File: config.mk
export PLATFORM = sky130hd
export DESIGN_NAME = button_press_timer_autorepeat
export DESIGN_NICKNAME = d
export VERILOG_FILES = /design/src/rtl/bpt_pkg.sv /design/src/rtl/bpt_ram.sv /design/src/rtl/bpt_front.sv /design/src/rtl/bpt_queue.sv /design/src/rtl/bpt_back.sv /design/src/rtl/button_press_timer_autorepeat.sv
export SDC_FILE = /design/constraint.sdc
export NUM_CORES = 2
export LEC_CHECK = 0
export ABC_AREA = 1
export BUFFER_PORTS_ARGS = -buffer_cell sky130_fd_sc_hd__buf_2
export CORE_ASPECT_RATIO = 1.1
export CORE_MARGIN = 10
export CORE_UTILIZATION = 50
export CTS_CLUSTER_SIZE = 12
export DETAILED_ROUTE_END_ITERATION = 6
export PLACE_DENSITY_LB_ADDON = 0.1
export REMOVE_ABC_BUFFERS = 1
export SETUP_SLACK_MARGIN = 0.02
export SLEW_MARGIN = 20
export SYNTH_ARGS = -nofsm -noshare
export SYNTH_HDL_FRONTEND = slang
export SYNTH_SLANG_ARGS = --single-unit
File: constraint.sdc
create_clock -name clk -period 6.7 [get_ports clk]
set_input_delay 0 -clock clk [delete_from_list [all_inputs] [get_ports clk]]
set_output_delay 0 -clock clk [all_outputs]
set_load 0.01 [all_outputs]
File: src/rtl/bpt_pkg.sv
`timescale 1ns / 1ps
`default_nettype none

package bpt_pkg;

  localparam int NUM_BUTTONS_DEF = 32;

  localparam int LEVEL_W = 32;
  localparam int BTN_W   = 5;
  localparam int PRESS_W = 14;
  localparam int REL_W   = 16;
  localparam int THR_W   = 16;
  localparam int PER_W   = 8;

  localparam int CFG_IDX_W  = 2;
  localparam int CFG_DATA_W = 16;

  localparam logic [CFG_IDX_W-1:0] REG_PRESSED_LEVEL = 2'd0;
  localparam logic [CFG_IDX_W-1:0] REG_RELEASE_LIMIT = 2'd1;
  localparam logic [CFG_IDX_W-1:0] REG_ORIENTATION   = 2'd2;

  localparam logic [PRESS_W-1:0] PRESS_MAX  = 14'd10000;
  localparam logic [PRESS_W-1:0] PRESS_FOLD = 14'd5000;

  // One request as it travels from the front end to the execution side.
  typedef struct packed {
    logic               is_tick;
    logic [LEVEL_W-1:0] levels;
    logic [BTN_W-1:0]   btn;
    logic               in_range;
    logic [THR_W-1:0]   thr;
    logic [PER_W-1:0]   per;
  } req_t;

  typedef struct packed {
    logic [PRESS_W-1:0] press;
    logic [REL_W-1:0]   rel;
  } cnt_t;

endpackage

`default_nettype wire

File: src/rtl/bpt_ram.sv
`timescale 1ns / 1ps
`default_nettype none

module bpt_ram #(
  parameter int WIDTH = 8,
  parameter int DEPTH = 32
) (
  input  wire logic                     clk,
  input  wire logic                     we,
  input  wire logic [$clog2(DEPTH)-1:0] waddr,
  input  wire logic [WIDTH-1:0]         wdata,
  input  wire logic                     re,
  input  wire logic [$clog2(DEPTH)-1:0] raddr,
  output logic      [WIDTH-1:0]         rdata
);

  logic [WIDTH-1:0] mem [DEPTH];

  always_ff @(posedge clk) begin
    if (we) begin
      mem[waddr] <= wdata;
    end
    if (re) begin
      rdata <= mem[raddr];
    end
  end

endmodule

`default_nettype wire

File: src/rtl/bpt_front.sv
`timescale 1ns / 1ps
`default_nettype none

module bpt_front #(
  parameter int NUM_BUTTONS = bpt_pkg::NUM_BUTTONS_DEF
) (
  input  wire logic                         in_valid,
  output logic                              in_ready,
  input  wire logic                         in_req_type,
  input  wire logic [bpt_pkg::LEVEL_W-1:0]  in_levels,
  input  wire logic [bpt_pkg::BTN_W-1:0]    in_button_index,
  input  wire logic [bpt_pkg::THR_W-1:0]    in_hold_threshold,
  input  wire logic [bpt_pkg::PER_W-1:0]    in_hold_period,
  input  wire logic [1:0]                   orientation,
  input  wire logic                         q_full,
  output logic                              q_push,
  output bpt_pkg::req_t                     q_data
);

  import bpt_pkg::*;

  logic [BTN_W-1:0] mapped;
  logic [1:0]       rot;

  // The two joysticks occupy buttons 0 to 3 and 5 to 8; their directions turn with the display.
  always_comb begin
    mapped = in_button_index;
    rot    = 2'd0;
    if (in_button_index <= BTN_W'(3)) begin
      rot    = in_button_index[1:0] + 2'd1 - orientation;
      mapped = BTN_W'(rot);
    end else if (in_button_index >= BTN_W'(5) && in_button_index <= BTN_W'(8)) begin
      rot    = in_button_index[1:0] - 2'd1 + 2'd1 - orientation;
      mapped = BTN_W'(5) + BTN_W'(rot);
    end
  end

  assign in_ready = !q_full;
  assign q_push   = in_valid && !q_full;

  always_comb begin
    q_data.is_tick  = !in_req_type;
    q_data.levels   = in_levels;
    q_data.btn      = mapped;
    q_data.in_range = {2'b00, in_button_index} < 7'(NUM_BUTTONS);
    q_data.thr      = in_hold_threshold;
    q_data.per      = in_hold_period;
  end

endmodule

`default_nettype wire

File: src/rtl/bpt_queue.sv
`timescale 1ns / 1ps
`default_nettype none

module bpt_queue (
  input  wire logic          clk,
  input  wire logic          rst_n,
  input  wire logic          push,
  input  wire bpt_pkg::req_t push_data,
  output logic               full,
  input  wire logic          pop,
  output bpt_pkg::req_t      pop_data,
  output logic               empty
);

  import bpt_pkg::*;

  req_t       ent_r [2];
  logic       wr_ptr_r;
  logic       wr_ptr_nxt;
  logic       rd_ptr_r;
  logic       rd_ptr_nxt;
  logic [1:0] cnt_r;
  logic [1:0] cnt_nxt;

  assign full     = cnt_r == 2'd2;
  assign empty    = cnt_r == 2'd0;
  assign pop_data = ent_r[rd_ptr_r];

  always_comb begin
    wr_ptr_nxt = push ? !wr_ptr_r : wr_ptr_r;
    rd_ptr_nxt = pop ? !rd_ptr_r : rd_ptr_r;
    cnt_nxt    = cnt_r + 2'(push) - 2'(pop);
  end

  always_ff @(posedge clk) begin
    if (!rst_n) begin
      wr_ptr_r <= 1'b0;
      rd_ptr_r <= 1'b0;
      cnt_r    <= 2'd0;
    end else begin
      wr_ptr_r <= wr_ptr_nxt;
      rd_ptr_r <= rd_ptr_nxt;
      cnt_r    <= cnt_nxt;
    end
    if (push) begin
      ent_r[wr_ptr_r] <= push_data;
    end
  end

endmodule

`default_nettype wire

File: src/rtl/bpt_back.sv
`timescale 1ns / 1ps
`default_nettype none

module bpt_back #(
  parameter int NUM_BUTTONS = bpt_pkg::NUM_BUTTONS_DEF
) (
  input  wire logic                        clk,
  input  wire logic                        rst_n,
  input  wire logic                        q_empty,
  input  wire bpt_pkg::req_t               q_data,
  output logic                             q_pop,
  input  wire logic                        pressed_level,
  input  wire logic [bpt_pkg::REL_W-1:0]   release_limit,
  output logic                             out_valid,
  input  wire logic                        out_ready,
  output logic      [bpt_pkg::PRESS_W-1:0] out_press_time,
  output logic      [bpt_pkg::REL_W-1:0]   out_release_time,
  output logic                             out_hold_event
);

  import bpt_pkg::*;

  localparam int IDX_W = $clog2(NUM_BUTTONS);
  localparam int SLOTS = 1 << IDX_W;
  localparam int BIT_W = $clog2(PRESS_W);

  typedef enum logic [2:0] {
    ST_IDLE,
    ST_TICK,
    ST_QRD,
    ST_QCAP,
    ST_DIV,
    ST_DONE
  } state_t;

  state_t             state_r,    state_nxt;
  req_t               cur_r,      cur_nxt;
  logic [IDX_W-1:0]   cnt_r,      cnt_nxt;
  logic               wb_vld_r,   wb_vld_nxt;
  logic [IDX_W-1:0]   wb_idx_r,   wb_idx_nxt;
  logic [SLOTS-1:0]   vld_r,      vld_nxt;
  logic [PRESS_W-1:0] press_r,    press_nxt;
  logic [REL_W-1:0]   rel_r,      rel_nxt;
  logic [PRESS_W-1:0] dvd_r,      dvd_nxt;
  logic [PER_W-1:0]   rem_r,      rem_nxt;
  logic [BIT_W-1:0]   bit_r,      bit_nxt;
  logic               hold_r,     hold_nxt;
  logic               out_vld_r,  out_vld_nxt;
  logic [PRESS_W-1:0] out_press_r, out_press_nxt;
  logic [REL_W-1:0]   out_rel_r,  out_rel_nxt;
  logic               out_hold_r, out_hold_nxt;

  logic               ram_we;
  logic               ram_re;
  logic [IDX_W-1:0]   ram_raddr;
  cnt_t               ram_rdata;
  cnt_t               old_cnt;
  cnt_t               new_cnt;
  logic [IDX_W-1:0]   q_idx;
  logic [SLOTS-1:0]   lvl_vec;
  logic               lvl;
  logic [PRESS_W-1:0] p_inc;
  logic [REL_W-1:0]   r_inc;
  logic               rd_ok;
  logic [PRESS_W-1:0] press_c;
  logic [REL_W-1:0]   rel_c;
  logic [THR_W-1:0]   diff;
  logic [PER_W:0]     rem_t;
  logic [PER_W:0]     rem_s;
  logic               load;

  bpt_ram #(
    .WIDTH ($bits(cnt_t)),
    .DEPTH (NUM_BUTTONS)
  ) u_ram (
    .clk   (clk),
    .we    (ram_we),
    .waddr (wb_idx_r),
    .wdata (new_cnt),
    .re    (ram_re),
    .raddr (ram_raddr),
    .rdata (ram_rdata)
  );

  for (genvar i = 0; i < SLOTS; i++) begin : g_lvl
    if (i < LEVEL_W) begin : g_pin
      assign lvl_vec[i] = cur_r.levels[i];
    end else begin : g_none
      assign lvl_vec[i] = 1'b0;
    end
  end

  assign q_idx     = IDX_W'({2'b00, cur_r.btn});
  assign q_pop     = (state_r == ST_IDLE) && !q_empty && !wb_vld_r;
  assign ram_re    = (state_r == ST_TICK) || (state_r == ST_QRD);
  assign ram_raddr = (state_r == ST_TICK) ? cnt_r : q_idx;
  assign ram_we    = wb_vld_r;
  assign lvl       = lvl_vec[wb_idx_r];
  assign load      = (state_r == ST_DONE) && (!out_vld_r || out_ready);

  // Counter update for the entry read in the previous cycle of the tick sweep.
  always_comb begin
    old_cnt = vld_r[wb_idx_r] ? ram_rdata : '0;
    new_cnt = old_cnt;
    p_inc   = old_cnt.press + PRESS_W'(1);
    r_inc   = old_cnt.rel + REL_W'(1);
    if (lvl == pressed_level) begin
      new_cnt.press = (p_inc > PRESS_MAX) ? PRESS_FOLD : p_inc;
      new_cnt.rel   = '0;
    end else begin
      if (old_cnt.press != '0) begin
        new_cnt.rel = REL_W'(1);
      end else if (old_cnt.rel != '0) begin
        new_cnt.rel = (r_inc > release_limit) ? '0 : r_inc;
      end
      new_cnt.press = '0;
    end
  end

  always_comb begin
    rd_ok   = cur_r.in_range && vld_r[q_idx];
    press_c = rd_ok ? ram_rdata.press : '0;
    rel_c   = rd_ok ? ram_rdata.rel : '0;
    diff    = {2'b00, press_c} - cur_r.thr;
    rem_t   = {rem_r, dvd_r[PRESS_W-1]};
    rem_s   = (rem_t >= {1'b0, cur_r.per}) ? rem_t - {1'b0, cur_r.per} : rem_t;
  end

  always_comb begin
    state_nxt     = state_r;
    cur_nxt       = cur_r;
    cnt_nxt       = cnt_r;
    wb_vld_nxt    = 1'b0;
    wb_idx_nxt    = cnt_r;
    vld_nxt       = vld_r;
    press_nxt     = press_r;
    rel_nxt       = rel_r;
    dvd_nxt       = dvd_r;
    rem_nxt       = rem_r;
    bit_nxt       = bit_r;
    hold_nxt      = hold_r;
    out_vld_nxt   = out_vld_r && !out_ready;
    out_press_nxt = out_press_r;
    out_rel_nxt   = out_rel_r;
    out_hold_nxt  = out_hold_r;

    if (wb_vld_r) begin
      vld_nxt[wb_idx_r] = 1'b1;
    end

    unique case (state_r)
      ST_IDLE: begin
        if (q_pop) begin
          cur_nxt   = q_data;
          cnt_nxt   = '0;
          state_nxt = q_data.is_tick ? ST_TICK : ST_QRD;
        end
      end
      ST_TICK: begin
        wb_vld_nxt = 1'b1;
        cnt_nxt    = cnt_r + IDX_W'(1);
        if (cnt_r == IDX_W'(NUM_BUTTONS - 1)) begin
          state_nxt = ST_IDLE;
        end
      end
      ST_QRD: begin
        state_nxt = ST_QCAP;
      end
      ST_QCAP: begin
        press_nxt = press_c;
        rel_nxt   = rel_c;
        dvd_nxt   = diff[PRESS_W-1:0];
        rem_nxt   = '0;
        bit_nxt   = BIT_W'(PRESS_W - 1);
        hold_nxt  = 1'b0;
        if (cur_r.per != '0 && {2'b00, press_c} > cur_r.thr) begin
          state_nxt = ST_DIV;
        end else begin
          state_nxt = ST_DONE;
        end
      end
      ST_DIV: begin
        rem_nxt = rem_s[PER_W-1:0];
        dvd_nxt = {dvd_r[PRESS_W-2:0], 1'b0};
        bit_nxt = bit_r - BIT_W'(1);
        if (bit_r == '0) begin
          hold_nxt  = rem_s == '0;
          state_nxt = ST_DONE;
        end
      end
      ST_DONE: begin
        if (load) begin
          out_vld_nxt   = 1'b1;
          out_press_nxt = press_r;
          out_rel_nxt   = rel_r;
          out_hold_nxt  = hold_r;
          state_nxt     = ST_IDLE;
        end
      end
      default: begin
        state_nxt = ST_IDLE;
      end
    endcase
  end

  always_ff @(posedge clk) begin
    if (!rst_n) begin
      state_r   <= ST_IDLE;
      wb_vld_r  <= 1'b0;
      vld_r     <= '0;
      out_vld_r <= 1'b0;
    end else begin
      state_r   <= state_nxt;
      wb_vld_r  <= wb_vld_nxt;
      vld_r     <= vld_nxt;
      out_vld_r <= out_vld_nxt;
    end
    cur_r       <= cur_nxt;
    cnt_r       <= cnt_nxt;
    wb_idx_r    <= wb_idx_nxt;
    press_r     <= press_nxt;
    rel_r       <= rel_nxt;
    dvd_r       <= dvd_nxt;
    rem_r       <= rem_nxt;
    bit_r       <= bit_nxt;
    hold_r      <= hold_nxt;
    out_press_r <= out_press_nxt;
    out_rel_r   <= out_rel_nxt;
    out_hold_r  <= out_hold_nxt;
  end

  assign out_valid        = out_vld_r;
  assign out_press_time   = out_press_r;
  assign out_release_time = out_rel_r;
  assign out_hold_event   = out_hold_r;

  a_wb_follows_sweep: assert property (@(posedge clk) disable iff (!rst_n)
    wb_vld_r |-> $past(state_r) == ST_TICK)
    else $error("write-back without a preceding sweep read");

  a_no_rw_clash: assert property (@(posedge clk) disable iff (!rst_n)
    (ram_we && ram_re) |-> ram_raddr != wb_idx_r)
    else $error("counter read and write hit the same entry");

  a_rem_bound: assert property (@(posedge clk) disable iff (!rst_n)
    (state_r == ST_DIV) |-> rem_r < cur_r.per)
    else $error("partial remainder not below the period");

endmodule

`default_nettype wire

File: src/rtl/button_press_timer_autorepeat.sv
`timescale 1ns / 1ps
`default_nettype none

// Channel   Direction  Handshake            Payload
// in_       input      in_valid/in_ready    req_type, levels, button_index, hold_threshold,
//                                           hold_period
// out_      output     out_valid/out_ready  press_time, release_time, hold_event
// cfg_      input      cfg_we               cfg_index, cfg_wdata
//
// A tick sweeps the counter RAM one button per cycle, with read and write-back
// overlapping. A query reads the counters and, when the press time exceeds the
// threshold and the period is non-zero, also works out a bit-serial remainder.
// Reset is synchronous and active low; per-entry valid flags make every counter read
// as zero afterwards, so there is no clearing pass. A two-entry request queue lets
// input be taken while the back end works, and a full result register stalls it.

module button_press_timer_autorepeat #(
  parameter int NUM_BUTTONS = bpt_pkg::NUM_BUTTONS_DEF
) (
  input  wire logic                           clk,
  input  wire logic                           rst_n,
  input  wire logic                           in_valid,
  output logic                                in_ready,
  input  wire logic                           in_req_type,
  input  wire logic [bpt_pkg::LEVEL_W-1:0]    in_levels,
  input  wire logic [bpt_pkg::BTN_W-1:0]      in_button_index,
  input  wire logic [bpt_pkg::THR_W-1:0]      in_hold_threshold,
  input  wire logic [bpt_pkg::PER_W-1:0]      in_hold_period,
  output logic                                out_valid,
  input  wire logic                           out_ready,
  output logic      [bpt_pkg::PRESS_W-1:0]    out_press_time,
  output logic      [bpt_pkg::REL_W-1:0]      out_release_time,
  output logic                                out_hold_event,
  input  wire logic                           cfg_we,
  input  wire logic [bpt_pkg::CFG_IDX_W-1:0]  cfg_index,
  input  wire logic [bpt_pkg::CFG_DATA_W-1:0] cfg_wdata
);

  import bpt_pkg::*;

  logic             pressed_level_r, pressed_level_nxt;
  logic [REL_W-1:0] release_limit_r, release_limit_nxt;
  logic [1:0]       orientation_r,   orientation_nxt;

  logic q_full;
  logic q_empty;
  logic q_push;
  logic q_pop;
  req_t q_in;
  req_t q_out;

  always_comb begin
    pressed_level_nxt = pressed_level_r;
    release_limit_nxt = release_limit_r;
    orientation_nxt   = orientation_r;
    if (cfg_we) begin
      unique case (cfg_index)
        REG_PRESSED_LEVEL: pressed_level_nxt = cfg_wdata[0];
        REG_RELEASE_LIMIT: release_limit_nxt = cfg_wdata;
        REG_ORIENTATION:   orientation_nxt   = cfg_wdata[1:0];
        default: begin
        end
      endcase
    end
  end

  always_ff @(posedge clk) begin
    if (!rst_n) begin
      pressed_level_r <= 1'b0;
      release_limit_r <= REL_W'(100);
      orientation_r   <= 2'd0;
    end else begin
      pressed_level_r <= pressed_level_nxt;
      release_limit_r <= release_limit_nxt;
      orientation_r   <= orientation_nxt;
    end
  end

  bpt_front #(
    .NUM_BUTTONS (NUM_BUTTONS)
  ) u_front (
    .in_valid          (in_valid),
    .in_ready          (in_ready),
    .in_req_type       (in_req_type),
    .in_levels         (in_levels),
    .in_button_index   (in_button_index),
    .in_hold_threshold (in_hold_threshold),
    .in_hold_period    (in_hold_period),
    .orientation       (orientation_r),
    .q_full            (q_full),
    .q_push            (q_push),
    .q_data            (q_in)
  );

  bpt_queue u_queue (
    .clk       (clk),
    .rst_n     (rst_n),
    .push      (q_push),
    .push_data (q_in),
    .full      (q_full),
    .pop       (q_pop),
    .pop_data  (q_out),
    .empty     (q_empty)
  );

  bpt_back #(
    .NUM_BUTTONS (NUM_BUTTONS)
  ) u_back (
    .clk              (clk),
    .rst_n            (rst_n),
    .q_empty          (q_empty),
    .q_data           (q_out),
    .q_pop            (q_pop),
    .pressed_level    (pressed_level_r),
    .release_limit    (release_limit_r),
    .out_valid        (out_valid),
    .out_ready        (out_ready),
    .out_press_time   (out_press_time),
    .out_release_time (out_release_time),
    .out_hold_event   (out_hold_event)
  );

endmodule

`default_nettype wire
==> metrics.txt <==
worst min path class input pin to flop; Clock Path Buffers 3; input/output buffers 117; root cell of the clock tree clkbuf_16; Crit Path Class flop to flop; CTS buffer count 140; pwr dens 442.1 nW/um^2; Post-synth EDFFs 1268; worst-skew pair later-pin latency 0.75 ns; Distinct cells, synth 47; worst slack at placement 1.111 ns; Via Count 35140; Reg clk slew, reported paths 0.06 ns; Post-synth top flop edfxtp_1; Crit Path Max Fanout 32; hpwl dp 84380 microns; Final min period 5.650 ns; M1 WL 65280 microns; n_diodes 0; most frequent cells after synthesis edfxtp_1, nor2_1, o21ai_0; htree depth 4; Post-synth ARST share 0; Slew @ Worst Pin 1.084 ns; fillcell total 8699; layout cells sized above 1 0.1194; worst hold stages 2; CP Buf/Inv Count 6; Tcrit/Tclk final 0.8433; Max Clock Freq 177.0 MHz; switching pwr 10.51 mW; CP max stage cell dfxtp_1; CTS tree yes; RSZ-0062 raised after global routing false; initial antenna violation count 1; sw frac 0.3826; DR vias/cell 5.933; Slew headroom 0.2754; clock sink count 1334; Gate power share 0.365; DRC Markers 0; max cap viols 0; vias in the first global route 34679; Synth top area share 0.7093; WL final 156300 microns; Initial DRT Pass Iterations 5; Levels on crit path 30; Post-Synthesis Cells 4131; Setup crit start kind flop; largest net degree at the start of global routing 154; io pins 118; global-route wire length before repair 228600 microns; WL met2 75720 microns; largest area contributor in the netlist edfxtp_1; peak supply drop 614.8 uV; fin cells 5923; Yosys warnings 0; internal power 16.97 mW; antenna-violating nets left 0; CP max stage delay 0.54 ns; chip width 332.4 microns; most frequent cell after synthesis edfxtp_1; Synth area leaders edfxtp_1, o21ai_0, nor2_1; most used cell, CP nand2_1; Avg Cell Area, Syn 12.99 sq um; Req. time, crit path 7.15 ns; final worst-path setup slack 1.050 ns; endpoints failing hold 0; r2r worst-path depth 30; wire per inst 26.38 microns; Nets 4559; std cell rows 126; GRT overflow 0; Pins Over Slew Limit 0; initial DRC count 3531; crit end category flop; worst path arrival time 6.10 ns; mapped cell area 53680 sq um; gr usage total 0.2534; top layer in use met4; Die Area 120900 sq um; die height 363.7 microns; Starting Density 0.5022; Seq/Total Area, Yosys 0.7339; Seq pwr share 0.376; #FFs+latches synth 1334; post-placement cell count 5521; Clock power frac 0.258; synth-to-layout area growth 15.79%; met3 wire length 10140 microns; leak pwr 22.61 nW; CP top delay family simple AND/OR/NAND/NOR gates; GP Congestion 0.9030; Final Setup Violations 0; Core Area 106900 sq um; Final Skew 0.02505 ns; run status finished clean
==> area by class of cell <==
type                            count  area, sq um  share of cell area
Clock buffer                      196         3859             0.06208
Timing Repair Buffer              385         3133             0.05040
Inverter                          212        819.5             0.01318
Tap cell                         1408         1762             0.02834
Multi-Input combinational cell   2349        12950              0.2083
Clock inverter                     39        240.2            0.003865
Sequential cell                  1334        39400              0.6338
==> flip-flops by register name, summed over array words and instances (netlist names), 2 cells and up, named ones only <==
signal,cells
u_back.state_r,3
orientation_r,2
u_back.rel_r,16
u_back.dvd_r,14
u_queue.ent_r,124
u_back.cnt_r,5
u_back.press_r,14
u_back.bit_r,4
u_back.u_ram.mem,960
release_limit_r,16
u_back.out_release_time,16
u_back.u_ram.rdata,30
u_back.cur_r,24
u_queue.cnt_r,2
u_back.lvl_vec,32
u_back.wb_idx_r,5
u_back.rem_r,8
u_back.vld_r,32
u_back.out_press_time,14
u_back.q_idx,5
==> cell families (layout without fill, tap and decap cells) <==
family / after synthesis / count (layout) / synth area share
buffers and inverters: 448 / 832 / 0.03249
AO/OA/AOI/OAI: 1021 / 1021 / 0.1154
flip-flops: 1334 / 1334 / 0.7339
AND/OR/NAND/NOR: 1190 / 1190 / 0.08887
XOR/XNOR: 24 / 24 / 0.003916
multiplexers: 62 / 62 / 0.01298
adder cells (fa/ha/maj): 52 / 52 / 0.01240
==> stage by stage <==
stage	area, sq um	total power, mW	setup TNS (ns)	util	hold slack [ns]
after floorplan	52740	16.49	-463.61	-	0.09345
after global placement	56350	20.32	0	0.5272	0.1873
after detailed placement	56370	20.40	0	0.5273	0.1911
after CTS	62130	27.55	0	0.5812	0.004858
after global routing	62160	29.00	0	0.5815	0.03426
final	62160	27.48	0	0.5815	0.04030
==> final timing paths <==
check	from	to	slack, ns
worst max-delay path	u_back.wb_idx_r[0]$_DFF_P_	u_back.u_ram.mem[0][0]$_DFFE_PP_	1.05
worst min-delay path	in_levels[17]	u_queue.ent_r[0][46]$_DFFE_PP_	0.04
worst max register to register	u_back.wb_idx_r[0]$_DFF_P_	u_back.u_ram.mem[0][0]$_DFFE_PP_	1.05
worst min register to register	u_back.press_r[6]$_DFFE_PP_	u_back.out_press_time[6]$_DFFE_PP_	0.41
==> worst register-to-register path, delay by kind of cell (launching register included) <==
| kind | cells | cell delay (ns) |
|---|---|---|
| buffers and inverters | 6 | 0.92 |
| and+or+nand+nor | 19 | 3.03 |
| AOI/OAI and AO/OA | 3 | 0.38 |
| DFF | 1 | 0.54 |
| adders and majority gates | 2 | 0.49 |
==> layer usage <==
layer | up-vias | global-route usage
li1 | 15890 | -
met1 | 17692 | 0.3419
met2 | 1303 | 0.4199
met3 | 255 | 0.03570
met4 | 0 | 0.08839
met5 | - | 0
==> power groups by stage <==
stage          Sequential, mW  Combinational [mW]  Clock (mW)
3_3_place_gp             10.5                9.82           0
3_5_place_dp             10.5                9.89           0
5_1_grt                  10.4                11.1        7.53
2_1_floorplan            10.4                6.05           0
4_1_cts                  10.3                10.0        7.20
6_report                 10.3                10.0        7.10
==> placed cells by master (no fill, tap or decap), drive strengths merged, types with 63 or more instances in the layout <==
cell type    count
o221ai         197
o21ai          568
edfxtp        1268
buf            219
clkbuf         196
nor2           750
dfxtp           66
nand3           86
inv            217
nand2          293
dlygate4sd3    166
a21oi           63
==> repair_timing <==
item | 4_1_cts | 5_1_grt
endpoints found under the hold margin | 151 | 0
buffers inserted | 0 | 0
resized for setup | 0 | 0
hold buffers | 166 | 0
(Power assumes the default switching activity.)
